[src/sv/bd3_pkg.sv]
package bd3_pkg;

    // Configuration register map (index = paddr[2])
    localparam int  PADDR_W          = 3;
    localparam int  PDATA_W          = 32;
    localparam logic REG_LINE_WIDTH   = 1'b0;
    localparam logic REG_FRAME_HEIGHT = 1'b1;

    // Register field widths and reset values
    localparam int          LW_BITS     = 10;
    localparam int          FH_BITS     = 9;
    localparam logic [9:0]  LW_RESET    = 10'd640;
    localparam logic [8:0]  FH_RESET    = 9'd480;

    // Line store entry: [1] upper line, [0] middle line
    localparam int LINE_BITS = 2;

    // 3x3 window: three columns of three taps, oldest column in the low bits;
    // inside a column bit 0 is the top row, bit 2 the bottom row.
    localparam int         WIN_BITS    = 9;
    localparam logic [8:0] TOP_TAPS    = 9'h049;
    localparam logic [8:0] BOTTOM_TAPS = 9'h124;
    localparam logic [8:0] LEFT_TAPS   = 9'h007;
    localparam logic [8:0] RIGHT_TAPS  = 9'h1C0;

    // Per-item control carried from the address stage to the window stage
    typedef struct packed {
        logic pixel;
        logic clear;      // restart window before shifting
        logic produce;    // item yields a result
        logic clip_top;
        logic clip_bottom;
        logic clip_left;
        logic end_of_line;
        logic end_of_frame;
    } s1_ctrl_t;

endpackage

[src/sv/bd3_if.sv]
// Input stream: one pixel or flush tick per transfer
interface bd3_in_if;
    logic valid;
    logic ready;
    logic kind;
    logic pixel;

    modport source (output valid, output kind, output pixel, input ready);
    modport sink (input valid, input kind, input pixel, output ready);
endinterface

// Output stream: one dilated pixel per transfer
interface bd3_out_if;
    logic valid;
    logic ready;
    logic dilated;
    logic end_of_line;
    logic end_of_frame;

    modport source (output valid, output dilated, output end_of_line,
                    output end_of_frame, input ready);
    modport sink (input valid, input dilated, input end_of_line,
                  input end_of_frame, output ready);
endinterface

[src/sv/bd3_line_store.sv]
// Two line buffers packed into one synchronous RAM with a registered read port.
// A write in the same cycle as a read of the same entry is forwarded.
module bd3_line_store #(
    parameter int DEPTH = 640
) (
    input  logic                         clk,
    input  logic                         rst_n,
    input  logic                         rd_en,
    input  logic [$clog2(DEPTH)-1:0]     rd_addr,
    input  logic                         wr_en,
    input  logic [$clog2(DEPTH)-1:0]     wr_addr,
    input  logic [bd3_pkg::LINE_BITS-1:0] wr_data,
    output logic [bd3_pkg::LINE_BITS-1:0] rd_data
);
    import bd3_pkg::*;

    logic [LINE_BITS-1:0] mem [DEPTH];
    logic [LINE_BITS-1:0] q_reg;
    logic [LINE_BITS-1:0] fwd_data_reg;
    logic                 fwd_hit_reg;

    // RAM: write port and registered read port
    always_ff @(posedge clk)
    begin
        if (wr_en)
        begin
            mem[wr_addr] <= wr_data;
        end
        if (rd_en)
        begin
            q_reg        <= mem[rd_addr];
            fwd_data_reg <= wr_data;
        end
    end

    // Read-during-write bypass flag
    always_ff @(posedge clk or negedge rst_n)
    begin
        if (!rst_n)
        begin
            fwd_hit_reg <= 1'b0;
        end
        else if (rd_en)
        begin
            fwd_hit_reg <= wr_en && (wr_addr == rd_addr);
        end
    end

    assign rd_data = fwd_hit_reg ? fwd_data_reg : q_reg;

endmodule

[src/sv/binary_dilation_3x3_core.sv]
// Streaming 3x3 binary dilation.
// in_stream carries one item per transfer: kind 0 is a pixel in raster order,
// kind 1 a flush tick. out_stream carries the dilated pixel with end_of_line
// and end_of_frame marks. Each result is the OR of the 3x3 neighborhood,
// clipped at the frame edges.
// Results lag the input by line_width + 1 items; after the last pixel of a
// frame, line_width + 1 flush ticks drain the rest. Flush ticks outside a
// drain are dropped. A pixel during a drain abandons it and starts a frame.
// Throughput is one item per cycle while out_stream does not stall. An
// accepted item reads the line RAM at the address stage, shifts the window
// and writes back at the window stage; its result then sits in the output register.
// The APB port sets line_width (offset 0) and frame_height (offset 4); a
// write restarts the frame. Write only while the stream is idle.
// Reset clears the counters, the window and the pipeline; the line RAM holds
// no defined data until written and needs no clearing.
// When out_stream stalls, the output register holds; if the window stage
// item yields a result, it holds too and in_stream ready drops in the same cycle.
module binary_dilation_3x3_core #(
    parameter int MAX_WIDTH  = 640,
    parameter int MAX_HEIGHT = 480
) (
    input  logic                          clk,
    input  logic                          rst_n,
    bd3_in_if.sink                        in_stream,
    bd3_out_if.source                     out_stream,
    input  logic                          psel,
    input  logic                          penable,
    input  logic                          pwrite,
    input  logic [bd3_pkg::PADDR_W-1:0]   paddr,
    input  logic [bd3_pkg::PDATA_W-1:0]   pwdata,
    output logic [bd3_pkg::PDATA_W-1:0]   prdata,
    output logic                          pready
);
    import bd3_pkg::*;

    localparam int CW  = $clog2(MAX_WIDTH);        // column index
    localparam int RW  = $clog2(MAX_HEIGHT + 2);   // input row, runs past h
    localparam int ORW = $clog2(MAX_HEIGHT);       // output row

    // Configuration registers
    logic [LW_BITS-1:0] line_width_reg;
    logic [FH_BITS-1:0] frame_height_reg;
    logic               cfg_we;

    // Address-stage counters
    logic [CW-1:0]  in_col_reg,  in_col_next;
    logic [RW-1:0]  in_row_reg,  in_row_next;
    logic [CW-1:0]  out_col_reg, out_col_next;
    logic [ORW-1:0] out_row_reg, out_row_next;
    logic           clear_pend_reg, clear_pend_next;

    // Window stage
    logic           s1_valid_reg, s1_valid_next;
    s1_ctrl_t       s1_ctrl_reg, s1_ctrl_next;
    logic [CW-1:0]  s1_col_reg;
    logic [WIN_BITS-1:0] window_reg, window_next, win_base, win_mask;
    logic [LINE_BITS-1:0] line_q;
    logic           s1_adv;
    logic           dil_now;

    // Output register
    logic out_valid_reg, out_valid_next;
    logic dilated_reg, eol_reg, eof_reg;

    // Clamped frame size
    logic [31:0] used_w, used_h;
    logic        accept, ignore_flush, act, restart;
    logic [CW-1:0]  col_eff;
    logic [RW-1:0]  row_eff;
    logic [CW-1:0]  ocol_eff;
    logic [ORW-1:0] orow_eff;
    logic        col_wrap, row_last, col_last;

    // APB port
    assign pready = 1'b1;
    assign cfg_we = psel && penable && pwrite;

    always_comb
    begin
        unique case (paddr[2])
            REG_LINE_WIDTH:   prdata = PDATA_W'(line_width_reg);
            REG_FRAME_HEIGHT: prdata = PDATA_W'(frame_height_reg);
            default:          prdata = '0;
        endcase
    end

    always_ff @(posedge clk or negedge rst_n)
    begin
        if (!rst_n)
        begin
            line_width_reg   <= LW_RESET;
            frame_height_reg <= FH_RESET;
        end
        else if (cfg_we)
        begin
            unique case (paddr[2])
                REG_LINE_WIDTH:   line_width_reg   <= pwdata[LW_BITS-1:0];
                REG_FRAME_HEIGHT: frame_height_reg <= pwdata[FH_BITS-1:0];
                default:          line_width_reg   <= line_width_reg;
            endcase
        end
    end

    // Clamp sizes to 1..MAX
    always_comb
    begin
        if (line_width_reg == '0)
            used_w = 32'd1;
        else if (32'(line_width_reg) > 32'(MAX_WIDTH))
            used_w = 32'(MAX_WIDTH);
        else
            used_w = 32'(line_width_reg);

        if (frame_height_reg == '0)
            used_h = 32'd1;
        else if (32'(frame_height_reg) > 32'(MAX_HEIGHT))
            used_h = 32'(MAX_HEIGHT);
        else
            used_h = 32'(frame_height_reg);
    end

    // Input handshake: take an item whenever the window stage can move on
    assign s1_adv          = !s1_ctrl_reg.produce || !out_valid_reg || out_stream.ready;
    assign in_stream.ready = !s1_valid_reg || s1_adv;
    assign accept          = in_stream.valid && in_stream.ready;
    assign ignore_flush    = in_stream.kind && (32'(in_row_reg) < used_h);
    assign act             = accept && !ignore_flush;
    assign restart         = !in_stream.kind && (32'(in_row_reg) >= used_h);

    // Address stage: position counters, border flags, result gating
    always_comb
    begin
        col_eff  = restart ? '0 : in_col_reg;
        row_eff  = restart ? '0 : in_row_reg;
        ocol_eff = restart ? '0 : out_col_reg;
        orow_eff = restart ? '0 : out_row_reg;

        col_wrap = (32'(col_eff) + 32'd1) >= used_w;
        col_last = (32'(ocol_eff) + 32'd1) >= used_w;
        row_last = (32'(orow_eff) + 32'd1) >= used_h;

        s1_ctrl_next.pixel        = in_stream.pixel && !in_stream.kind;
        s1_ctrl_next.clear        = restart || clear_pend_reg;
        s1_ctrl_next.produce      = !((row_eff == '0) ||
                                      ((row_eff == RW'(1)) && (col_eff == '0)));
        s1_ctrl_next.clip_top     = (orow_eff == '0);
        s1_ctrl_next.clip_bottom  = row_last;
        s1_ctrl_next.clip_left    = (ocol_eff == '0);
        s1_ctrl_next.end_of_line  = col_last;
        s1_ctrl_next.end_of_frame = col_last && row_last;

        in_col_next     = col_wrap ? '0 : col_eff + CW'(1);
        in_row_next     = col_wrap ? row_eff + RW'(1) : row_eff;
        out_col_next    = ocol_eff;
        out_row_next    = orow_eff;
        clear_pend_next = 1'b0;

        if (s1_ctrl_next.produce)
        begin
            if (s1_ctrl_next.end_of_frame)
            begin
                in_col_next     = '0;
                in_row_next     = '0;
                out_col_next    = '0;
                out_row_next    = '0;
                clear_pend_next = 1'b1;
            end
            else if (col_last)
            begin
                out_col_next = '0;
                out_row_next = orow_eff + ORW'(1);
            end
            else
            begin
                out_col_next = ocol_eff + CW'(1);
            end
        end
    end

    always_ff @(posedge clk or negedge rst_n)
    begin
        if (!rst_n)
        begin
            in_col_reg     <= '0;
            in_row_reg     <= '0;
            out_col_reg    <= '0;
            out_row_reg    <= '0;
            clear_pend_reg <= 1'b1;
        end
        else if (cfg_we)
        begin
            in_col_reg     <= '0;
            in_row_reg     <= '0;
            out_col_reg    <= '0;
            out_row_reg    <= '0;
            clear_pend_reg <= 1'b1;
        end
        else if (act)
        begin
            in_col_reg     <= in_col_next;
            in_row_reg     <= in_row_next;
            out_col_reg    <= out_col_next;
            out_row_reg    <= out_row_next;
            clear_pend_reg <= clear_pend_next;
        end
    end

    // Line RAM: read at address stage, write back at window stage
    bd3_line_store #(
        .DEPTH (MAX_WIDTH)
    ) u_line_store (
        .clk     (clk),
        .rst_n   (rst_n),
        .rd_en   (act),
        .rd_addr (col_eff),
        .wr_en   (s1_valid_reg && s1_adv),
        .wr_addr (s1_col_reg),
        .wr_data ({line_q[0], s1_ctrl_reg.pixel}),
        .rd_data (line_q)
    );

    // Window stage pipeline register
    assign s1_valid_next = act ? 1'b1 : (s1_adv ? 1'b0 : s1_valid_reg);

    always_ff @(posedge clk or negedge rst_n)
    begin
        if (!rst_n)
        begin
            s1_valid_reg <= 1'b0;
        end
        else
        begin
            s1_valid_reg <= s1_valid_next;
        end
    end

    always_ff @(posedge clk)
    begin
        if (act)
        begin
            s1_ctrl_reg <= s1_ctrl_next;
            s1_col_reg  <= col_eff;
        end
    end

    // Window shift and clipped OR
    always_comb
    begin
        win_base    = s1_ctrl_reg.clear ? '0 : window_reg;
        window_next = {s1_ctrl_reg.pixel, line_q[0], line_q[1], win_base[WIN_BITS-1:3]};
        win_mask    = '1;
        if (s1_ctrl_reg.clip_top)
            win_mask = win_mask & ~TOP_TAPS;
        if (s1_ctrl_reg.clip_bottom)
            win_mask = win_mask & ~BOTTOM_TAPS;
        if (s1_ctrl_reg.clip_left)
            win_mask = win_mask & ~LEFT_TAPS;
        if (s1_ctrl_reg.end_of_line)
            win_mask = win_mask & ~RIGHT_TAPS;
        dil_now = |(window_next & win_mask);
    end

    always_ff @(posedge clk or negedge rst_n)
    begin
        if (!rst_n)
        begin
            window_reg <= '0;
        end
        else if (cfg_we)
        begin
            window_reg <= '0;
        end
        else if (s1_valid_reg && s1_adv)
        begin
            window_reg <= window_next;
        end
    end

    // Output register
    always_comb
    begin
        out_valid_next = out_valid_reg && !out_stream.ready;
        if (s1_valid_reg && s1_adv && s1_ctrl_reg.produce)
            out_valid_next = 1'b1;
    end

    always_ff @(posedge clk or negedge rst_n)
    begin
        if (!rst_n)
        begin
            out_valid_reg <= 1'b0;
        end
        else
        begin
            out_valid_reg <= out_valid_next;
        end
    end

    always_ff @(posedge clk)
    begin
        if (s1_valid_reg && s1_adv && s1_ctrl_reg.produce)
        begin
            dilated_reg <= dil_now;
            eol_reg     <= s1_ctrl_reg.end_of_line;
            eof_reg     <= s1_ctrl_reg.end_of_frame;
        end
    end

    assign out_stream.valid        = out_valid_reg;
    assign out_stream.dilated      = dilated_reg;
    assign out_stream.end_of_line  = eol_reg;
    assign out_stream.end_of_frame = eof_reg;

    // Checks
    a_s1_hold: assert property (@(posedge clk) disable iff (!rst_n)
        (s1_valid_reg && !s1_adv) |=> s1_valid_reg)
        else $error("window stage item dropped while stalled");

    a_eof_eol: assert property (@(posedge clk) disable iff (!rst_n)
        out_valid_reg |-> (!eof_reg || eol_reg))
        else $error("end_of_frame without end_of_line");

    a_col_range: assert property (@(posedge clk) disable iff (!rst_n)
        (32'(in_col_reg) < used_w) && (32'(out_col_reg) < used_w))
        else $error("column counter beyond line width");

    a_no_overrun: assert property (@(posedge clk) disable iff (!rst_n)
        (out_valid_reg && !out_stream.ready && s1_valid_reg && s1_ctrl_reg.produce)
        |-> !in_stream.ready)
        else $error("input taken while result path is blocked");

endmodule

[src/flat_wrapper.sv]
// flat-port wrapper written by rule: the top's interface ports become plain ports
module binary_dilation_3x3_core_flat import bd3_pkg::*;
#(
    parameter int MAX_WIDTH  = 640,
    parameter int MAX_HEIGHT = 480
)
  (clk, rst_n, psel, penable, pwrite, paddr, pwdata, prdata, pready, in_stream_valid, in_stream_kind, in_stream_pixel, in_stream_ready, out_stream_valid, out_stream_dilated, out_stream_end_of_line, out_stream_end_of_frame, out_stream_ready);
  bd3_in_if in_stream_i ();
  bd3_out_if out_stream_i ();
  input  logic clk;
  input  logic rst_n;
  input  logic psel;
  input  logic penable;
  input  logic pwrite;
  input  logic [bd3_pkg::PADDR_W-1:0] paddr;
  input  logic [bd3_pkg::PDATA_W-1:0] pwdata;
  output logic [bd3_pkg::PDATA_W-1:0] prdata;
  output logic pready;
  input wire logic [$bits(in_stream_i.valid)-1:0] in_stream_valid;
  input wire logic [$bits(in_stream_i.kind)-1:0] in_stream_kind;
  input wire logic [$bits(in_stream_i.pixel)-1:0] in_stream_pixel;
  output wire logic [$bits(in_stream_i.ready)-1:0] in_stream_ready;
  output wire logic [$bits(out_stream_i.valid)-1:0] out_stream_valid;
  output wire logic [$bits(out_stream_i.dilated)-1:0] out_stream_dilated;
  output wire logic [$bits(out_stream_i.end_of_line)-1:0] out_stream_end_of_line;
  output wire logic [$bits(out_stream_i.end_of_frame)-1:0] out_stream_end_of_frame;
  input wire logic [$bits(out_stream_i.ready)-1:0] out_stream_ready;
  assign in_stream_i.valid = in_stream_valid;
  assign in_stream_i.kind = in_stream_kind;
  assign in_stream_i.pixel = in_stream_pixel;
  assign in_stream_ready = in_stream_i.ready;
  assign out_stream_valid = out_stream_i.valid;
  assign out_stream_dilated = out_stream_i.dilated;
  assign out_stream_end_of_line = out_stream_i.end_of_line;
  assign out_stream_end_of_frame = out_stream_i.end_of_frame;
  assign out_stream_i.ready = out_stream_ready;
  binary_dilation_3x3_core #(.MAX_WIDTH(MAX_WIDTH), .MAX_HEIGHT(MAX_HEIGHT)) u_core (.clk(clk), .rst_n(rst_n), .in_stream(in_stream_i), .out_stream(out_stream_i), .psel(psel), .penable(penable), .pwrite(pwrite), .paddr(paddr), .pwdata(pwdata), .prdata(prdata), .pready(pready));
endmodule
[config.mk]
export PLATFORM = sky130hd
export DESIGN_NAME = binary_dilation_3x3_core_flat
export DESIGN_NICKNAME = d
export VERILOG_FILES = /design/src/sv/bd3_pkg.sv /design/src/sv/bd3_if.sv /design/src/sv/bd3_line_store.sv /design/src/sv/binary_dilation_3x3_core.sv /design/src/flat_wrapper.sv
export SDC_FILE = /design/constraint.sdc
export NUM_CORES = 2
export LEC_CHECK = 0
export ABC_AREA = 1
export ABC_CLOCK_PERIOD_IN_PS = 11900
export BUFFER_PORTS_ARGS = -buffer_cell sky130_fd_sc_hd__buf_2
export CELL_PAD_IN_SITES_DETAIL_PLACEMENT = 1
export CELL_PAD_IN_SITES_GLOBAL_PLACEMENT = 1
export CORE_MARGIN = 2
export CORE_UTILIZATION = 40
export DETAILED_ROUTE_END_ITERATION = 7
export GPL_TIMING_DRIVEN = 0
export PLACE_DENSITY_LB_ADDON = 0.1
export SETUP_SLACK_MARGIN = 0.1
export SLEW_MARGIN = 5
export SYNTH_ARGS = -nofsm -noshare
export SYNTH_HDL_FRONTEND = slang
export SYNTH_HIERARCHICAL = 1
export SYNTH_SLANG_ARGS = --single-unit
[constraint.sdc]
create_clock -name clk -period 11.9 [get_ports clk]
set_input_delay 2.38 -clock clk [delete_from_list [all_inputs] [get_ports clk]]
set_output_delay 2.38 -clock clk [all_outputs]
set_load 0.01 [all_outputs]
==> impl_summary.md <==
Status
The run finished, with violations left. The final reports fail on max-capacitance violations.

Floorplanning
Once the floorplan was initialized, standard cells occupied a little over 40% of the core. The floorplan has 143 rows. The die footprint is ~160,000 µm².

The chip width is about 400 µm. During I/O placement, the number of pins put on the boundary was slightly above 80. The core region area is roughly 150,000 µm². The die is ~400 µm tall.

Min path
The path category of the worst min-delay check is flop to flop.

GRT
The global router's overall resource usage is 31.17%. The number of global-route vias before repair was between 40,000 and 50,000. The number of antenna violations at the first check in global routing is 14.

The first-pass GRT wire length is 345,200 µm. The residual overflow from global routing is 0. Entering global routing, the biggest net connects 130 pins.

Place
Input and output buffers added on the ports amount to 34. Once placement completed, the tool counted placed cells totaling 7,945. Routability-driven placement finished with a final weighted congestion of approximately 0.92. The HPWL after detailed placement is 172,000 µm. The worst setup slack after placement is roughly 5 ns.

Pwr
Of the total power, the clock network draws 25.2%. Summed over all nets, the switching power comes to 7.785 mW. The power density over cell area is around 260 nW/µm².

Sequential cells account for between 30 and 40% of the total power. In this run, the combinational gates consume between 40% and 50% of the power. For this design the static power due to leakage is 24.90 nW. The internal portion of the total power is about 11 mW. The worst-case IR drop observed on VDD is about 0.00016 V. Net switching is between 40% and 50% of the power. The power after layout is between 15 and 20 mW.

Synthesis
The portion of synthesized cell area occupied by the leading cell type is a little under two thirds. For this run, the number of Yosys warnings is 6. The mux share of post-synthesis cell area is less than 1%.

After synthesis, the netlist uses 52 different library cells. After synthesis, the cell types taking the most area are sky130_fd_sc_hd__edfxtp_1, sky130_fd_sc_hd__nand3_1, sky130_fd_sc_hd__nand2_1. The cell taking the most area after synthesis is sky130_fd_sc_hd__edfxtp_1. The post-synthesis async set-or-reset flop share is between 4 and 5%. The sequential cell area fraction in the yosys report is 66.70%. The synthesized design contains roughly 1,300 enable-type register cells. The most used flip-flop cell after synthesis is sky130_fd_sc_hd__edfxtp_1.

The synthesized netlist devotes approximately 2.9% of its cell area to compound gates. The register bit total from synthesis is between 1,000 and 1,500. Summing the areas of all xor and xnor instances in the mapped netlist gives less than 1% of the synthesized area.

Sorting the synthesized cells by how often they occur yields sky130_fd_sc_hd__nand2_1, sky130_fd_sc_hd__edfxtp_1, sky130_fd_sc_hd__nand3_1, sky130_fd_sc_hd__nor2_1, sky130_fd_sc_hd__inv_1. Summing every instance area after synthesis gives around 61,000 µm². The synthesized instance count is 5,803. By instance count, the leading cell after synthesis is sky130_fd_sc_hd__nand2_1. Summing the areas of all and, or, nand and nor instances in the mapped netlist gives between 20% and 30% of the synthesized area.

Averaged over all synthesized cells, the footprint is 10.56 µm². The adder and majority gate portion of the synthesized area is less than 1%. After synthesis, the largest family of logic cells by area is simple AND/OR/NAND/NOR gates.

Finish
The largest register by flop count is u_core/u_line_store/mem. The area overhead of the layout relative to synthesis is 14.60%. The multi-input logic area is approximately 17,000 µm². The number of nets in the layout is between 6,000 and 7,000. The number of flip-flops in the largest register is between 1,000 and 1,500. The share of final-layout standard cells stronger than drive strength 1 is 10.24%. The sequential cells in the finished layout cover a total of ~41,000 µm². The final cell count without fillers is 8,232. The total of fill cells in the finished design is approximately 17,000.

Detailed routing
The number of detailed-routing iterations run before antenna repair is 5. The number of nets with antenna violations after routing is 0. In the routed design, unresolved DRC markers number 0.

The detailed router's first-iteration violation count is roughly 4,500. The per-cell routed wire length is roughly 30 µm. The number of vias per cell is 5.756.

The final wirelength is 247,000 µm. Summing over every cut layer, the via total after detailed routing is 47,385.

Setup path
For this run, the slowest stage of the critical path takes around 0.52 ns. Data on the critical path is required at its endpoint by between 10 and 15 ns. Broken down by cell family, the worst path's largest delay share belongs to simple AND/OR/NAND/NOR gates.

The most numerous cell on the critical path is sky130_fd_sc_hd__nand3_1. At the worst endpoint, the arrival time is approximately 6.8 ns. The worst setup path is launched from a flop. The endpoint type of the worst setup path is a flop. The standard cell with the maximum stage delay on the critical path is sky130_fd_sc_hd__dfstp_2. The type of the setup path with the least slack is flop to flop. The maximum net fanout on the critical path is 10.

The critical path contains buffers and inverters numbering 8 combined.

Timing
The number of failing hold endpoints at the final stage is 0. The maximum operating frequency is 0.1587 GHz. Dividing the final minimum period by the clock period gives between 50% and 60%.

For the final routed database, the setup TNS stands at 0 ns. Setup violations remaining at the end of the flow were counted as 0. Setup repair after global routing left no endpoint under its margin. The number of slew-limit violations in the final report is 0. Subtracting the final worst setup slack from the clock period gives between 6 and 7 ns. The max-slew headroom at the worst pin is less than 1%. The transition time at the pin with the least slew margin is between 1 and 1.5 ns.

The maximum clock skew at final layout is between 0.03 and 0.04 ns. In the post-route analysis, the smallest setup slack over all paths is between 5 and 6 ns.

CTS
The number of clock sinks is 1,372. The post-CTS clock slew at the launch and capture registers of the worst setup and hold paths is around 0.05 ns. Clock latency on the worst-skew pair, taken at its later pin, is 0.81 ns.

The total of cells resized after clock tree synthesis is 0. The clock tree from TritonCTS is done. The number of setup buffers added after CTS is 0. The count of H-tree levels built during CTS is 4. TritonCTS created 156 clock buffers.

The number of buffers on the longest clock path is 3. Buffers inserted to repair hold after CTS numbered 0. The cell chosen for the clock root is sky130_fd_sc_hd__clkbuf_16.

Run
Across the run, the number of max-cap violations was 1.
cells by family after synthesis:
logic type               count (synthesis)
XOR/XNOR                                21
flip-flops                            1372
adder cells (fa/ha/maj)                 47
buffers and inverters                  586
AND/OR/NAND/NOR                       3455
AO/OA/AOI/OAI                          318
other                                    2
multiplexers                             2
worst paths after layout:
check	from	end	slack, ns	cells after the start
worst min-delay path	u_core/s1_ctrl_reg[0]$_DFFE_PP_	u_core/out_stream.end_of_frame$_DFFE_PP_	0.44	0
worst max register to register	u_core/frame_height_reg[8]$_DFFE_PN1P_	u_core/u_line_store/q_reg[1]$_DFFE_PP_	5.60	30
worst min register to register	u_core/s1_ctrl_reg[0]$_DFFE_PP_	u_core/out_stream.end_of_frame$_DFFE_PP_	0.44	0
min in group asynchronous	rst_n	u_core/frame_height_reg[1]$_DFFE_PN0P_	1.50	1
max in group asynchronous	rst_n	u_core/clear_pend_reg$_DFFE_PN1P_	9.78	2
worst max-delay path	u_core/frame_height_reg[8]$_DFFE_PN1P_	u_core/u_line_store/q_reg[1]$_DFFE_PP_	5.60	30
power groups by stage:
stage               Sequential (mW)  Combinational [mW]  Clock, mW
floorplan                      6.20                4.31          0
global placement               6.53                7.30          0
detailed placement             6.01                7.68          0
CTS                            5.91                7.72       4.68
global route                   5.92                8.27       4.84
finish                         5.91                7.78       4.62
worst register-to-register path, delay by kind of cell (launching register included):
family | cells | cell delay, ns
buffers and inverters | 8 | 2.05
flip-flops | 1 | 0.52
adder cells (fa/ha/maj) | 1 | 0.32
AND/OR/NAND/NOR | 20 | 2.97
AO/OA/AOI/OAI | 1 | 0.15
cells in the final DEF, fill, tap and decap left out, types with 19 or more instances in the layout:
cell type	synthesis	final
sky130_fd_sc_hd__buf_16	0	33
sky130_fd_sc_hd__clkbuf_2	1	25
sky130_fd_sc_hd__o22ai_1	73	73
sky130_fd_sc_hd__a21oi_1	22	22
sky130_fd_sc_hd__buf_1	26	26
sky130_fd_sc_hd__buf_6	89	92
sky130_fd_sc_hd__clkinv_2	0	19
sky130_fd_sc_hd__buf_8	2	22
sky130_fd_sc_hd__clkbuf_16	0	159
sky130_fd_sc_hd__dfrtp_1	60	60
sky130_fd_sc_hd__nor3_1	30	29
sky130_fd_sc_hd__clkbuf_1	126	146
sky130_fd_sc_hd__nand3_1	1116	1113
sky130_fd_sc_hd__buf_2	139	172
sky130_fd_sc_hd__o21ai_1	43	43
sky130_fd_sc_hd__nor2_1	839	839
sky130_fd_sc_hd__buf_4	34	35
sky130_fd_sc_hd__nand4_1	33	33
sky130_fd_sc_hd__clkinv_1	4	41
sky130_fd_sc_hd__nand2_1	1409	1408
sky130_fd_sc_hd__o21ai_0	151	151
sky130_fd_sc_hd__ha_1	47	47
sky130_fd_sc_hd__conb_1	2	23
sky130_fd_sc_hd__inv_1	155	155
sky130_fd_sc_hd__edfxtp_1	1305	1305
per-stage QoR:
step / hold slack [ns] / utilization (%) / cell area [µm²]
finish: 0.4390 / 46.18 / 70230
global route: 0.4516 / 46.18 / 70220
CTS: 0.4484 / 46.17 / 70220
detailed placement: 0.4350 / 43.00 / 65400
global placement: 0.4035 / 42.13 / 64070
floorplan: 0.4003 / - / 61360
layout make-up:
| type | count | area share (%) |
|---|---|---|
| sequential | 1372 | 58.20 |
| multi-input combinational | 3866 | 24.65 |
| clock buffer | 208 | 5.999 |
| buffer | 419 | 3.725 |
| tap | 2030 | 3.617 |
| timing repair buffer | 91 | 2.043 |
| inverter | 167 | 0.8961 |
| clock inverter | 77 | 0.8658 |
| antenna | 2 | 0.007126 |
routing by layer:
layer | wire length (µm) | track usage [%] | vias up
li1 | - | - | 20716
met1 | 99470 | 40.35 | 24346
met2 | 118300 | 51.80 | 1831
met3 | 16250 | 4.329 | 488
met4 | 12930 | 14.60 | 4
met5 | 27 | 0 | -
Note: power is estimated with default switching activity, not from simulation.
